## src/rtl/core/afd_pkg.sv

```systemverilog
// Shared types and constants of the affine matrix decomposition block.
// No dependencies; every other file of the block imports this package.
package afd_pkg;

    localparam int FRAC_BITS = 16;
    localparam int DW        = 32;
    localparam int DIV_W     = DW + FRAC_BITS;
    localparam int CNT_W     = $clog2(DIV_W);
    localparam int SQRT_STEPS = DW;

    localparam logic [1:0] ROW_MOVE = 2'd3;

    typedef struct packed {
        logic signed [DW-1:0] row0_x;
        logic signed [DW-1:0] row0_y;
        logic signed [DW-1:0] row0_z;
        logic signed [DW-1:0] row1_x;
        logic signed [DW-1:0] row1_y;
        logic signed [DW-1:0] row1_z;
        logic signed [DW-1:0] row2_x;
        logic signed [DW-1:0] row2_y;
        logic signed [DW-1:0] row2_z;
        logic signed [DW-1:0] move_x;
        logic signed [DW-1:0] move_y;
        logic signed [DW-1:0] move_z;
    } afd_req_t;

    typedef struct packed {
        logic [1:0]           row_index;
        logic signed [DW-1:0] elem_x;
        logic signed [DW-1:0] elem_y;
        logic signed [DW-1:0] elem_z;
        logic [DW-1:0]        row_scale;
        logic                 zero_length;
        logic                 last;
    } afd_rsp_t;

    // One classified matrix: magnitude and sign per basis element.
    typedef struct packed {
        logic [2:0][2:0][DW-1:0] mag;
        logic [2:0][2:0]         neg;
        logic [2:0][DW-1:0]      move;
    } afd_ent_t;

    function automatic logic [DW-1:0] abs_val(input logic [DW-1:0] v);
        return v[DW-1] ? (~v + {{(DW-1){1'b0}}, 1'b1}) : v;
    endfunction

endpackage

```

## src/rtl/core/afd_front.sv

```systemverilog
// Front end: accept a matrix and split each basis element into sign and magnitude.
// Depends on afd_pkg.
module afd_front import afd_pkg::*;
(
    input  logic     req_valid,
    output logic     req_ready,
    input  afd_req_t req,
    input  logic     q_full,
    output logic     q_push,
    output afd_ent_t q_data
);
    logic [2:0][2:0][DW-1:0] raw;

    assign raw[0] = {req.row0_z, req.row0_y, req.row0_x};
    assign raw[1] = {req.row1_z, req.row1_y, req.row1_x};
    assign raw[2] = {req.row2_z, req.row2_y, req.row2_x};

    assign req_ready = !q_full;
    assign q_push    = req_valid && !q_full;

    always_comb
    begin
        for (int r = 0; r < 3; r++)
        begin
            for (int k = 0; k < 3; k++)
            begin
                q_data.mag[r][k] = abs_val(raw[r][k]);
                q_data.neg[r][k] = raw[r][k][DW-1];
            end
        end
        q_data.move = {req.move_z, req.move_y, req.move_x};
    end
endmodule

```

## src/rtl/core/afd_queue.sv

```systemverilog
// Two-entry queue between front end and back end.
// Depends on afd_pkg.
module afd_queue import afd_pkg::*;
(
    input  logic     clk,
    input  logic     rst_n,
    input  logic     push,
    input  afd_ent_t wdata,
    output logic     full,
    input  logic     pop,
    output logic     empty,
    output afd_ent_t rdata
);
    afd_ent_t   mem_reg [2];
    logic       wptr_reg, rptr_reg;
    logic [1:0] cnt_reg;

    assign full  = (cnt_reg == 2'd2);
    assign empty = (cnt_reg == 2'd0);
    assign rdata = mem_reg[rptr_reg];

    always_ff @(posedge clk)
    begin
        if (push)
        begin
            mem_reg[wptr_reg] <= wdata;
        end
    end

    always_ff @(posedge clk or negedge rst_n)
    begin
        if (!rst_n)
        begin
            wptr_reg <= 1'b0;
            rptr_reg <= 1'b0;
            cnt_reg  <= 2'd0;
        end
        else
        begin
            if (push)
            begin
                wptr_reg <= !wptr_reg;
            end
            if (pop)
            begin
                rptr_reg <= !rptr_reg;
            end
            cnt_reg <= cnt_reg + {1'b0, push} - {1'b0, pop};
        end
    end
endmodule

```

## src/rtl/core/afd_back.sv

```systemverilog
// Back end: per basis row square-accumulate, bit-serial square root, three
// bit-serial dividers, then the translation row. Depends on afd_pkg.
module afd_back import afd_pkg::*;
(
    input  logic     clk,
    input  logic     rst_n,
    input  logic     q_empty,
    input  afd_ent_t q_data,
    output logic     q_pop,
    output logic     rsp_valid,
    input  logic     rsp_ready,
    output afd_rsp_t rsp
);
    localparam logic [2:0] S_IDLE = 3'd0;
    localparam logic [2:0] S_SQ   = 3'd1;
    localparam logic [2:0] S_SQRT = 3'd2;
    localparam logic [2:0] S_DIV  = 3'd3;
    localparam logic [2:0] S_EMIT = 3'd4;

    logic [2:0]       state_reg;
    logic [1:0]       row_reg;
    logic [CNT_W-1:0] cnt_reg;
    afd_ent_t         ent_reg;
    logic [2*DW-1:0]  prod_reg, sum_reg;
    logic [DW-1:0]    root_reg;
    logic [DW+1:0]    srem_reg;
    logic             zero_reg;
    logic [2:0][DW-1:0]    rem_reg;
    logic [2:0][DIV_W-1:0] quo_reg, dvd_reg;
    logic             rsp_valid_reg;
    afd_rsp_t         rsp_reg;

    logic [2:0][DW-1:0] cur_mag;
    logic [2:0]         cur_neg;
    logic [DW-1:0]      sq_op;
    logic [2*DW-1:0]    sum_next;
    logic [DW+1:0]      s_try, s_trial;
    logic [DW-1:0]      root_next;
    logic [DW+1:0]      srem_next;
    logic [2:0][DW:0]   d_try;
    logic [2:0][DW-1:0] elem;
    logic               out_free;

    assign cur_mag  = ent_reg.mag[row_reg];
    assign cur_neg  = ent_reg.neg[row_reg];
    assign out_free = !rsp_valid_reg || rsp_ready;
    assign q_pop    = (state_reg == S_IDLE) && !q_empty;
    assign rsp_valid = rsp_valid_reg;
    assign rsp       = rsp_reg;

    always_comb
    begin
        sq_op    = (cnt_reg[1:0] == 2'd3) ? '0 : cur_mag[cnt_reg[1:0]];
        sum_next = (cnt_reg == '0) ? '0 : sum_reg + prod_reg;
        s_try    = {srem_reg[DW-1:0], sum_reg[2*DW-1 -: 2]};
        s_trial  = {root_reg, 2'b01};
        if (s_try >= s_trial)
        begin
            srem_next = s_try - s_trial;
            root_next = {root_reg[DW-2:0], 1'b1};
        end
        else
        begin
            srem_next = s_try;
            root_next = {root_reg[DW-2:0], 1'b0};
        end
        for (int k = 0; k < 3; k++)
        begin
            d_try[k] = {rem_reg[k], dvd_reg[k][DIV_W-1]};
            // saturate the quotient, then apply the sign
            if (cur_neg[k])
            begin
                elem[k] = (quo_reg[k] > DIV_W'(64'h8000_0000)) ? 32'h8000_0000
                        : (~quo_reg[k][DW-1:0] + 32'd1);
            end
            else
            begin
                elem[k] = (quo_reg[k] > DIV_W'(64'h7FFF_FFFF)) ? 32'h7FFF_FFFF
                        : quo_reg[k][DW-1:0];
            end
            if (zero_reg)
            begin
                elem[k] = '0;
            end
        end
    end

    always_ff @(posedge clk)
    begin
        unique case (state_reg)
            S_IDLE:
            begin
                if (!q_empty)
                begin
                    ent_reg <= q_data;
                end
            end
            S_SQ:
            begin
                prod_reg <= sq_op * sq_op;
                sum_reg  <= sum_next;
                srem_reg <= '0;
                root_reg <= '0;
            end
            S_SQRT:
            begin
                sum_reg  <= {sum_reg[2*DW-3:0], 2'b00};
                srem_reg <= srem_next;
                root_reg <= root_next;
                zero_reg <= (root_next == '0);
                for (int k = 0; k < 3; k++)
                begin
                    rem_reg[k] <= '0;
                    quo_reg[k] <= '0;
                    dvd_reg[k] <= {cur_mag[k], {FRAC_BITS{1'b0}}};
                end
            end
            S_DIV:
            begin
                for (int k = 0; k < 3; k++)
                begin
                    if (d_try[k] >= {1'b0, root_reg})
                    begin
                        rem_reg[k] <= DW'(d_try[k] - {1'b0, root_reg});
                        quo_reg[k] <= {quo_reg[k][DIV_W-2:0], 1'b1};
                    end
                    else
                    begin
                        rem_reg[k] <= d_try[k][DW-1:0];
                        quo_reg[k] <= {quo_reg[k][DIV_W-2:0], 1'b0};
                    end
                    dvd_reg[k] <= {dvd_reg[k][DIV_W-2:0], 1'b0};
                end
            end
            default:
            begin
            end
        endcase
        if (state_reg == S_EMIT && out_free)
        begin
            rsp_reg.row_index <= row_reg;
            if (row_reg == ROW_MOVE)
            begin
                rsp_reg.elem_x      <= ent_reg.move[0];
                rsp_reg.elem_y      <= ent_reg.move[1];
                rsp_reg.elem_z      <= ent_reg.move[2];
                rsp_reg.row_scale   <= '0;
                rsp_reg.zero_length <= 1'b0;
                rsp_reg.last        <= 1'b1;
            end
            else
            begin
                rsp_reg.elem_x      <= elem[0];
                rsp_reg.elem_y      <= elem[1];
                rsp_reg.elem_z      <= elem[2];
                rsp_reg.row_scale   <= root_reg;
                rsp_reg.zero_length <= zero_reg;
                rsp_reg.last        <= 1'b0;
            end
        end
    end

    always_ff @(posedge clk or negedge rst_n)
    begin
        if (!rst_n)
        begin
            state_reg     <= S_IDLE;
            row_reg       <= 2'd0;
            cnt_reg       <= '0;
            rsp_valid_reg <= 1'b0;
        end
        else
        begin
            if (state_reg == S_EMIT && out_free)
            begin
                rsp_valid_reg <= 1'b1;
            end
            else if (rsp_valid_reg && rsp_ready)
            begin
                rsp_valid_reg <= 1'b0;
            end
            unique case (state_reg)
                S_IDLE:
                begin
                    if (!q_empty)
                    begin
                        state_reg <= S_SQ;
                        row_reg   <= 2'd0;
                        cnt_reg   <= '0;
                    end
                end
                S_SQ:
                begin
                    if (cnt_reg == CNT_W'(3))
                    begin
                        state_reg <= S_SQRT;
                        cnt_reg   <= '0;
                    end
                    else
                    begin
                        cnt_reg <= cnt_reg + CNT_W'(1);
                    end
                end
                S_SQRT:
                begin
                    if (cnt_reg == CNT_W'(SQRT_STEPS - 1))
                    begin
                        cnt_reg   <= '0;
                        state_reg <= (root_next == '0) ? S_EMIT : S_DIV;
                    end
                    else
                    begin
                        cnt_reg <= cnt_reg + CNT_W'(1);
                    end
                end
                S_DIV:
                begin
                    if (cnt_reg == CNT_W'(DIV_W - 1))
                    begin
                        cnt_reg   <= '0;
                        state_reg <= S_EMIT;
                    end
                    else
                    begin
                        cnt_reg <= cnt_reg + CNT_W'(1);
                    end
                end
                S_EMIT:
                begin
                    if (out_free)
                    begin
                        if (row_reg == ROW_MOVE)
                        begin
                            state_reg <= S_IDLE;
                        end
                        else if (row_reg == 2'd2)
                        begin
                            row_reg <= ROW_MOVE;
                        end
                        else
                        begin
                            row_reg   <= row_reg + 2'd1;
                            state_reg <= S_SQ;
                        end
                    end
                end
                default:
                begin
                    state_reg <= S_IDLE;
                end
            endcase
        end
    end
endmodule

```

## src/rtl/core/affine_matrix_srt_decompose.sv

```systemverilog
// Top level of the affine matrix scale/rotation/translation decomposition.
// Depends on afd_pkg, afd_front, afd_queue and afd_back.
//
// Usage:
//   req channel (req_valid/req_ready/req) carries one 4x3 Q16.16 matrix per
//   transaction. rsp channel (rsp_valid/rsp_ready/rsp) returns four
//   transactions per matrix: basis rows 0, 1, 2 (normalized elements, length
//   in row_scale, zero_length for an all-zero row), then the translation row
//   with last set.
// Timing:
//   Each basis row runs square-accumulate on one 32x32 multiplier, a
//   bit-serial square root and three parallel bit-serial dividers of
//   32 + FRAC_BITS quotient bits, then loads the output register; a
//   zero-length row skips the divide. The back end takes the next matrix
//   from the queue only after the translation row of the current one.
//   The divider and square-root iterations set the rate.
//   A two-entry queue lets the front end take two more matrices while the
//   back end works, so req_ready stays high until the queue is full.
// Reset: asynchronous, active low; drops all queued and in-flight matrices.
// Stall: when rsp_ready is low the result holds in the output register and
//   the back end waits in front of it; the queue then fills and drops req_ready.
module affine_matrix_srt_decompose import afd_pkg::*;
(
    input  logic     clk,
    input  logic     rst_n,
    input  logic     req_valid,
    output logic     req_ready,
    input  afd_req_t req,
    output logic     rsp_valid,
    input  logic     rsp_ready,
    output afd_rsp_t rsp
);
    logic     q_full, q_empty, q_push, q_pop;
    afd_ent_t q_wdata, q_rdata;

    // classify incoming matrix into sign/magnitude form
    afd_front u_front (
        .req_valid (req_valid),
        .req_ready (req_ready),
        .req       (req),
        .q_full    (q_full),
        .q_push    (q_push),
        .q_data    (q_wdata)
    );

    // decouple acceptance from the long arithmetic
    afd_queue u_queue (
        .clk   (clk),
        .rst_n (rst_n),
        .push  (q_push),
        .wdata (q_wdata),
        .full  (q_full),
        .pop   (q_pop),
        .empty (q_empty),
        .rdata (q_rdata)
    );

    // advance each basis row through square, root, divide (skipped for a zero-length row) and emit
    afd_back u_back (
        .clk       (clk),
        .rst_n     (rst_n),
        .q_empty   (q_empty),
        .q_data    (q_rdata),
        .q_pop     (q_pop),
        .rsp_valid (rsp_valid),
        .rsp_ready (rsp_ready),
        .rsp       (rsp)
    );
endmodule

```

## config.mk

```make
export PLATFORM = sky130hd
export DESIGN_NAME = affine_matrix_srt_decompose
export DESIGN_NICKNAME = d
export VERILOG_FILES = /design/src/rtl/core/afd_pkg.sv /design/src/rtl/core/afd_front.sv /design/src/rtl/core/afd_queue.sv /design/src/rtl/core/afd_back.sv /design/src/rtl/core/affine_matrix_srt_decompose.sv
export SDC_FILE = /design/constraint.sdc
export NUM_CORES = 2
export LEC_CHECK = 0
export BUFFER_PORTS_ARGS = -buffer_cell sky130_fd_sc_hd__buf_2
export CORE_ASPECT_RATIO = 2
export CORE_MARGIN = 4
export CORE_UTILIZATION = 60
export CTS_BUF_LIST = sky130_fd_sc_hd__clkbuf_8
export CTS_CLUSTER_SIZE = 25
export DETAILED_ROUTE_END_ITERATION = 6
export GPL_ROUTABILITY_DRIVEN = 0
export PLACE_DENSITY = 0.83
export SYNTH_ARGS = -nofsm -noshare
export SYNTH_HDL_FRONTEND = slang
export SYNTH_SLANG_ARGS = --single-unit
```

## constraint.sdc

```tcl
create_clock -name clk -period 58.1 [get_ports clk]
set_input_delay 11.62 -clock clk [delete_from_list [all_inputs] [get_ports clk]]
set_output_delay 11.62 -clock clk [all_outputs]
set_load 0.05 [all_outputs]
```

## Word level (Yosys, flattened, before mapping)

Memory sizes are Yosys's and may differ from the RTL's. A register that Yosys moved wholly into a read port is not among the register bits.
Index checks and enable logic that the tools add are counted.

| cells by class | value |
|---|---|
| add/subtract/negate cells | 21 |
| $mul | 1 |
| order comparisons | 12 |
| eq/ne operators | 18 |
| muxes and demuxes | 67 |
| bitwise operators | 13 |
| reduce and logical (&&, ||, !) cells | 23 |

Operators by type and width:

| operator | number |
|---|---|
| $mux 32 | 27 |
| $pmux 144 s2 | 2 |
| $add 32x1->32 const B | 12 |
| $not 32->32 | 12 |
| $bmux 96 s2 | 1 |
| $pmux 96 s2 | 1 |
| $gt 48x31->1 const B | 3 |
| $gt 48x32->1 const B | 3 |
| $mux 130 | 1 |
| $pmux 32 s2 | 2 |
| $pmux 64 s2 | 1 |
| $sub 32x32->32 | 4 |
| $ge 33x32->1 | 3 |
| $mux 96 | 1 |
| $add 64x64->64 | 1 |
| $bmux 32 s2 | 1 |
| $mul 32x32->64 | 1 |
| $mux 64 | 1 |
| $ge 34x34->1 | 1 |
| $logic_not 32->1 | 1 |
| $mux 3 | 9 |
| $mux 6 | 4 |
| $pmux 6 s4 | 1 |
| $pmux 3 s5 | 1 |
| other kinds (31) | 61 |

| storage, ports and cells | value |
|---|---|
| bits in registers | 725 |
| memory bits (writable) | 786 |
| bits of input ports | 388 |
| output and inout bits | 134 |
| word-level logic and storage cells | 184 |
| memories kept | 1 |

Memories:

| name | words | bits a word | rd ports | clocked after Yosys merged registers in | write ports | RTL line | RTL |
|---|---|---|---|---|---|---|---|
| u_queue.mem_reg | 2 | 393 | 1 | 1 | 1 | afd_queue.sv:14 | `afd_ent_t mem_reg [2];` |

## Longest topological paths before layout

| depth | value |
|---|---|
| word-level depth | 6 |
| depth in mapped cells | 39 |

## Modules after synthesis

Synthesis repeated with hierarchy kept, for this count alone.

| second synthesis, totals | value |
|---|---|
| cell total of the unflattened synthesis | 10260 |
| area total of the unflattened synthesis | 119855.0 um2 |

Modules (own cells, without submodules):

| module | times used | cells an instance | area an instance (um2) | seq. area each (um2) |
|---|---|---|---|---|
| afd_back | 1 | 8068 | 83178.5 | 31920.6 |
| afd_queue | 1 | 1238 | 30101.4 | 23702.7 |
| afd_front | 1 | 954 | 6575.1 | 0.0 |

## Least setup slack after synthesis

OpenSTA, ideal clock, no wires.

| timing | value |
|---|---|
| path type | reg2reg |
| from | register u_back.state_reg[1] |
| to | register u_queue.cnt_reg[1] |
| library setup time | 0.123 ns |
| arrival time | 42.523 ns |
| required time | 57.977 ns |
| path slack | 15.454 ns |
| cell stages (with the launch flop) | 8 |
| period minus slack after synthesis | 42.646 ns |
| cells stage by stage | dfrtp_1 clkbuf_1 nor4_1 ha_1 inv_1 ha_1 xnor2_1 xnor2_1 |

| between the ends | value |
|---|---|
| word-level cells in the longest chain between the ends | 3 |

RTL lines:

| item | RTL line | RTL |
|---|---|---|
| start: declaration | afd_back.sv:20 | `logic [2:0] state_reg;` |
| start signal: assignment | afd_back.sv:209 | `state_reg <= (root_next == '0) ? S_EMIT : S_DIV;` |
| $logic_not 3->1 | afd_back.sv:47 | `assign q_pop = (state_reg == S_IDLE) && !q_empty;` |
| $logic_and 1x1->1 | afd_back.sv:47 |  |
| via q_pop | affine_matrix_srt_decompose.sv:33 | `logic q_full, q_empty, q_push, q_pop;` |
| $sub 2x1->2 | afd_queue.sv:48 | `cnt_reg <= cnt_reg + {1'b0, push} - {1'b0, pop};` |
| end signal: assignment | afd_queue.sv:48 |  |
| end: declaration | afd_queue.sv:16 | `logic [1:0] cnt_reg;` |

The timed path passes the listed nets, and every way through them passes these cells.
A chain may end at the register's enable or synchronous reset.

## Worst setup path in the final report

| timing | value |
|---|---|
| from | register u_back.row_reg[1] |
| to | register u_back.prod_reg[61] (data pin) |

| between the ends | value |
|---|---|
| word-level cells in the longest chain between the ends | 6 |

RTL lines:

| item | RTL line | RTL |
|---|---|---|
| start: declaration | afd_back.sv:21 | `logic [1:0] row_reg;` |
| start signal: assignment | afd_back.sv:242 | `row_reg <= row_reg + 2'd1;` |
| $bmux 96 s2 | afd_back.sv:44 | `assign cur_mag = ent_reg.mag[row_reg];` |
| $mux 96 (implied by the code) | afd_back.sv:44 |  |
| $bmux 32 s2 | afd_back.sv:53 | `sq_op = (cnt_reg[1:0] == 2'd3) ? '0 : cur_mag[cnt_reg[1:0]];` |
| $mux 32 (implied by the code) | afd_back.sv:53 |  |
| $mux 32 | afd_back.sv:53 |  |
| $mul 32x32->64 | afd_back.sv:100 | `prod_reg <= sq_op * sq_op;` |
| end signal: assignment | afd_back.sv:100 |  |
| end: declaration | afd_back.sv:24 | `logic [2*DW-1:0] prod_reg, sum_reg;` |

No other way between the ends. The select of a mux whose other input is x is not followed.

==> out/qor.txt <==
=================================================================================================
Syn Area/Cell ......................................................................     11.7 um2
Worst Path Max Fanout ..............................................................           43
Layout cells sized above 1 .........................................................        14.0%
Final hold violations ..............................................................            0
CP startpoint kind .................................................................     register
Final TNS setup ....................................................................         0 ns
Post-Route Skew ....................................................................     0.219 ns
Count of maximum capacitance violations ............................................            2
Fin. max-slew vios .................................................................            0
Worst stage delay on the critical path .............................................      1.23 ns
Number of warnings printed during yosys synthesis ..................................            0
Post-Syn Nets ......................................................................        11700
Worst slew margin relative to its limit ............................................       0.259%
Post-route setup slack .............................................................     43.02 ns
Shortest period the worst path allows ..............................................     15.08 ns
Clock sink count ...................................................................         1855
Ys flop type ....................................................................... sky130_fd_sc_hd__edfxtp_1
Number of instances in the synthesized netlist .....................................        10000
WP data arrival ....................................................................     15.76 ns
Post-detailed-placement half-perimeter wirelength ..................................    246000 um
Post-synthesis sequential element count ............................................         1855
# IOs ..............................................................................          522
Number of distinct library cell variants in the gate-level netlist after synthesis .           98
Number of enable-type register cells in the synthesized netlist ....................         1839
Total die area .....................................................................    0.202 mm2
Worst EP required ..................................................................     58.78 ns
Cell area after technology mapping .................................................    0.117 mm2
Most repeated library cell on the critical path .................................... sky130_fd_sc_hd__fa_1
Pin count of the biggest net entering global routing ...............................          187
Highest-delay cell along the critical path ......................................... sky130_fd_sc_hd__inv_1
Clock Tree Root .................................................................... sky130_fd_sc_hd__clkbuf_8
Dominant cell type by area after synthesis ......................................... sky130_fd_sc_hd__edfxtp_1
Remaining routing DRC violations ...................................................            0
H-tree levels ......................................................................            4
Commonest cells after routing, fill and taps aside ................................. sky130_fd_sc_hd__edfxtp_1, sky130_fd_sc_hd__inv_1, sky130_fd_sc_hd__nor2_1
Number of DRC violations after detailed-routing iteration 0 ........................         9332
First-pass GRT wire length .........................................................    507000 um
Total CTS buffers ..................................................................          248
Global route overflow ..............................................................            0
Floorplan die height ...............................................................       632 um
Final routed wirelength across all metal layers ....................................    338000 um
Final antenna-violating net count ..................................................            0
Clk pin slew, worst setup/hold paths ...............................................      0.08 ns
Share of the yosys chip area belonging to registers ................................        47.7%
Placement row count ................................................................          228
Final critical-path share of the clock period ......................................        26.0%
Clock latency of the later-clocked register in the worst-skew pair .................      1.06 ns
Overall track demand over capacity in global routing ...............................        33.1%
Number of flip-flops in the largest register .......................................          786
Vias per Instance ..................................................................         6.25
Area of the core ...................................................................    0.193 mm2
Synth area leaders ................................................................. sky130_fd_sc_hd__edfxtp_1, sky130_fd_sc_hd__fa_1, sky130_fd_sc_hd__ha_1
Layout overhead on the synthesized area ............................................        9.34%
Setup violation total in the final timing report ...................................            0
Cts hold-fix bufs ..................................................................            0
Result of the run .................................................................. finished with violations
Transition time at the pin with the least slew margin ..............................      1.50 ns
Achievable Freq ....................................................................   0.0663 GHz
Clock tree from TritonCTS ..........................................................          yes
Initial antenna violation count ....................................................           51
Horizontal die dimension ...........................................................       320 um
Pre-CTS setup slack ................................................................     42.74 ns
Number of buffers between clock root and the deepest sink ..........................            4
Vias in the first global route .....................................................        87800
Proportion of netlist area held by the largest area contributor ....................        47.4%
Effective utilization at floorplan .................................................        60.4%
Total via count in the routed design ...............................................        83200
Leading cell type in the layout, fill and taps excluded ............................ sky130_fd_sc_hd__edfxtp_1
Worst-case hold slack ..............................................................     0.435 ns
# placed instances .................................................................        12800
Violated checks .................................................................... capacitance limit
Worst min-delay path class ......................................................... register to register
Setup repair after global routing missed its margin ................................        false
Number of setup buffers added after CTS ............................................            0
Layout net count ...................................................................        12200
Critical path class ................................................................ register to register
Total iterations of the first detailed-routing run .................................            7
Routed length per placed instance ..................................................      25.4 um
Number of cells upsized or downsized after cts .....................................            0
Type of destination of the critical path ...........................................     register
Count of non-filler cells in the finished layout ...................................        13300
Number of buffer cells added on primary ports ......................................          521
Fraction of synthesis flops using an asynchronous set or reset pin .................       0.863%
=================================================================================================
-- routing by layer --
layer  up-vias  wire length (um)  part of all wire, %  global-route usage (%)
met5         -               158                0.047                       0
met4        22             35300                   10                    27.6
met3      1800             32600                  9.6                    7.81
met1     40500            104000                   31                    34.5
met2      5084            166000                   49                    56.4
li1      35800                 -                    -                       -
-- cell type report --
cell class,count,area [um2]
well taps,2530,3170
multi-input cells,6552,55100
clock inverters,204,1800
diodes,40,100
flip-flops and latches,1855,55600
clock buffers,250,3440
repair buffers,647,3640
inverters,1237,4650
fillers,13400,65600
-- Yosys cell counts, drive strengths merged (72+ instances only) --
library cell and n:
a21o 146, a21oi 482, and2 163, clkbuf 297, edfxtp 1839, fa 809
ha 497, inv 1233, mux2 393, mux2i 180, nand2 801, nand2b 72
nand3 115, nor2 892, nor3 94, o21ai 446, o31ai 96, or3 77
xnor2 410, xor2 119
-- path summary, 6_finish.rpt --
kind	startpoint	end	slack (ns)	cells after the start
max in group asynchronous	rst_n	u_back.state_reg[1]	47.02	1
setup reg to reg	u_back.row_reg[1]	u_back.prod_reg[61]	43.02	33
hold / removal	u_queue.mem_reg[1][167]	u_back.ent_reg[167]	0.43	1
hold reg to reg	u_queue.mem_reg[1][167]	u_back.ent_reg[167]	0.43	1
min in group asynchronous	rst_n	u_back.row_reg[1]	10.58	1
setup / recovery	u_back.row_reg[1]	u_back.prod_reg[61]	43.02	33
-- cell families (layout without fill, tap and decap cells) --
logic type | after synthesis | in the layout | synth area share [%]
AOI/OAI and AO/OA | 1622 | 1622 | 8.68
xor gates and xnor gates | 529 | 529 | 3.97
adders and majority gates | 1306 | 1306 | 19.2
buffers and inverters | 1602 | 2338 | 5.20
DFF | 1855 | 1855 | 47.7
muxes | 573 | 573 | 5.34
other | 0 | 40 | 0
and+or+nand+nor | 2522 | 2522 | 9.90
-- critical path, delay by kind of cell, from the launching register on --
kind | cells | cell delay (ns)
AOI/OAI and AO/OA | 10 | 4.99
xor gates and xnor gates | 1 | 0.11
adders and majority gates | 9 | 4.64
buffers and inverters | 7 | 1.96
DFF | 1 | 0.71
and+or+nand+nor | 6 | 2.24
-- stage by stage --
stage	instance area, um2	utilization (%)
after global placement	122000	63.3
final	128000	66.0
after floorplan	117000	-
after CTS	127000	66.0
after global routing	127000	66.0
after detailed placement	122000	63.3
Power is not shown: default switching activity piles up to over one toggle a cycle in this logic, so the estimate is an artifact.
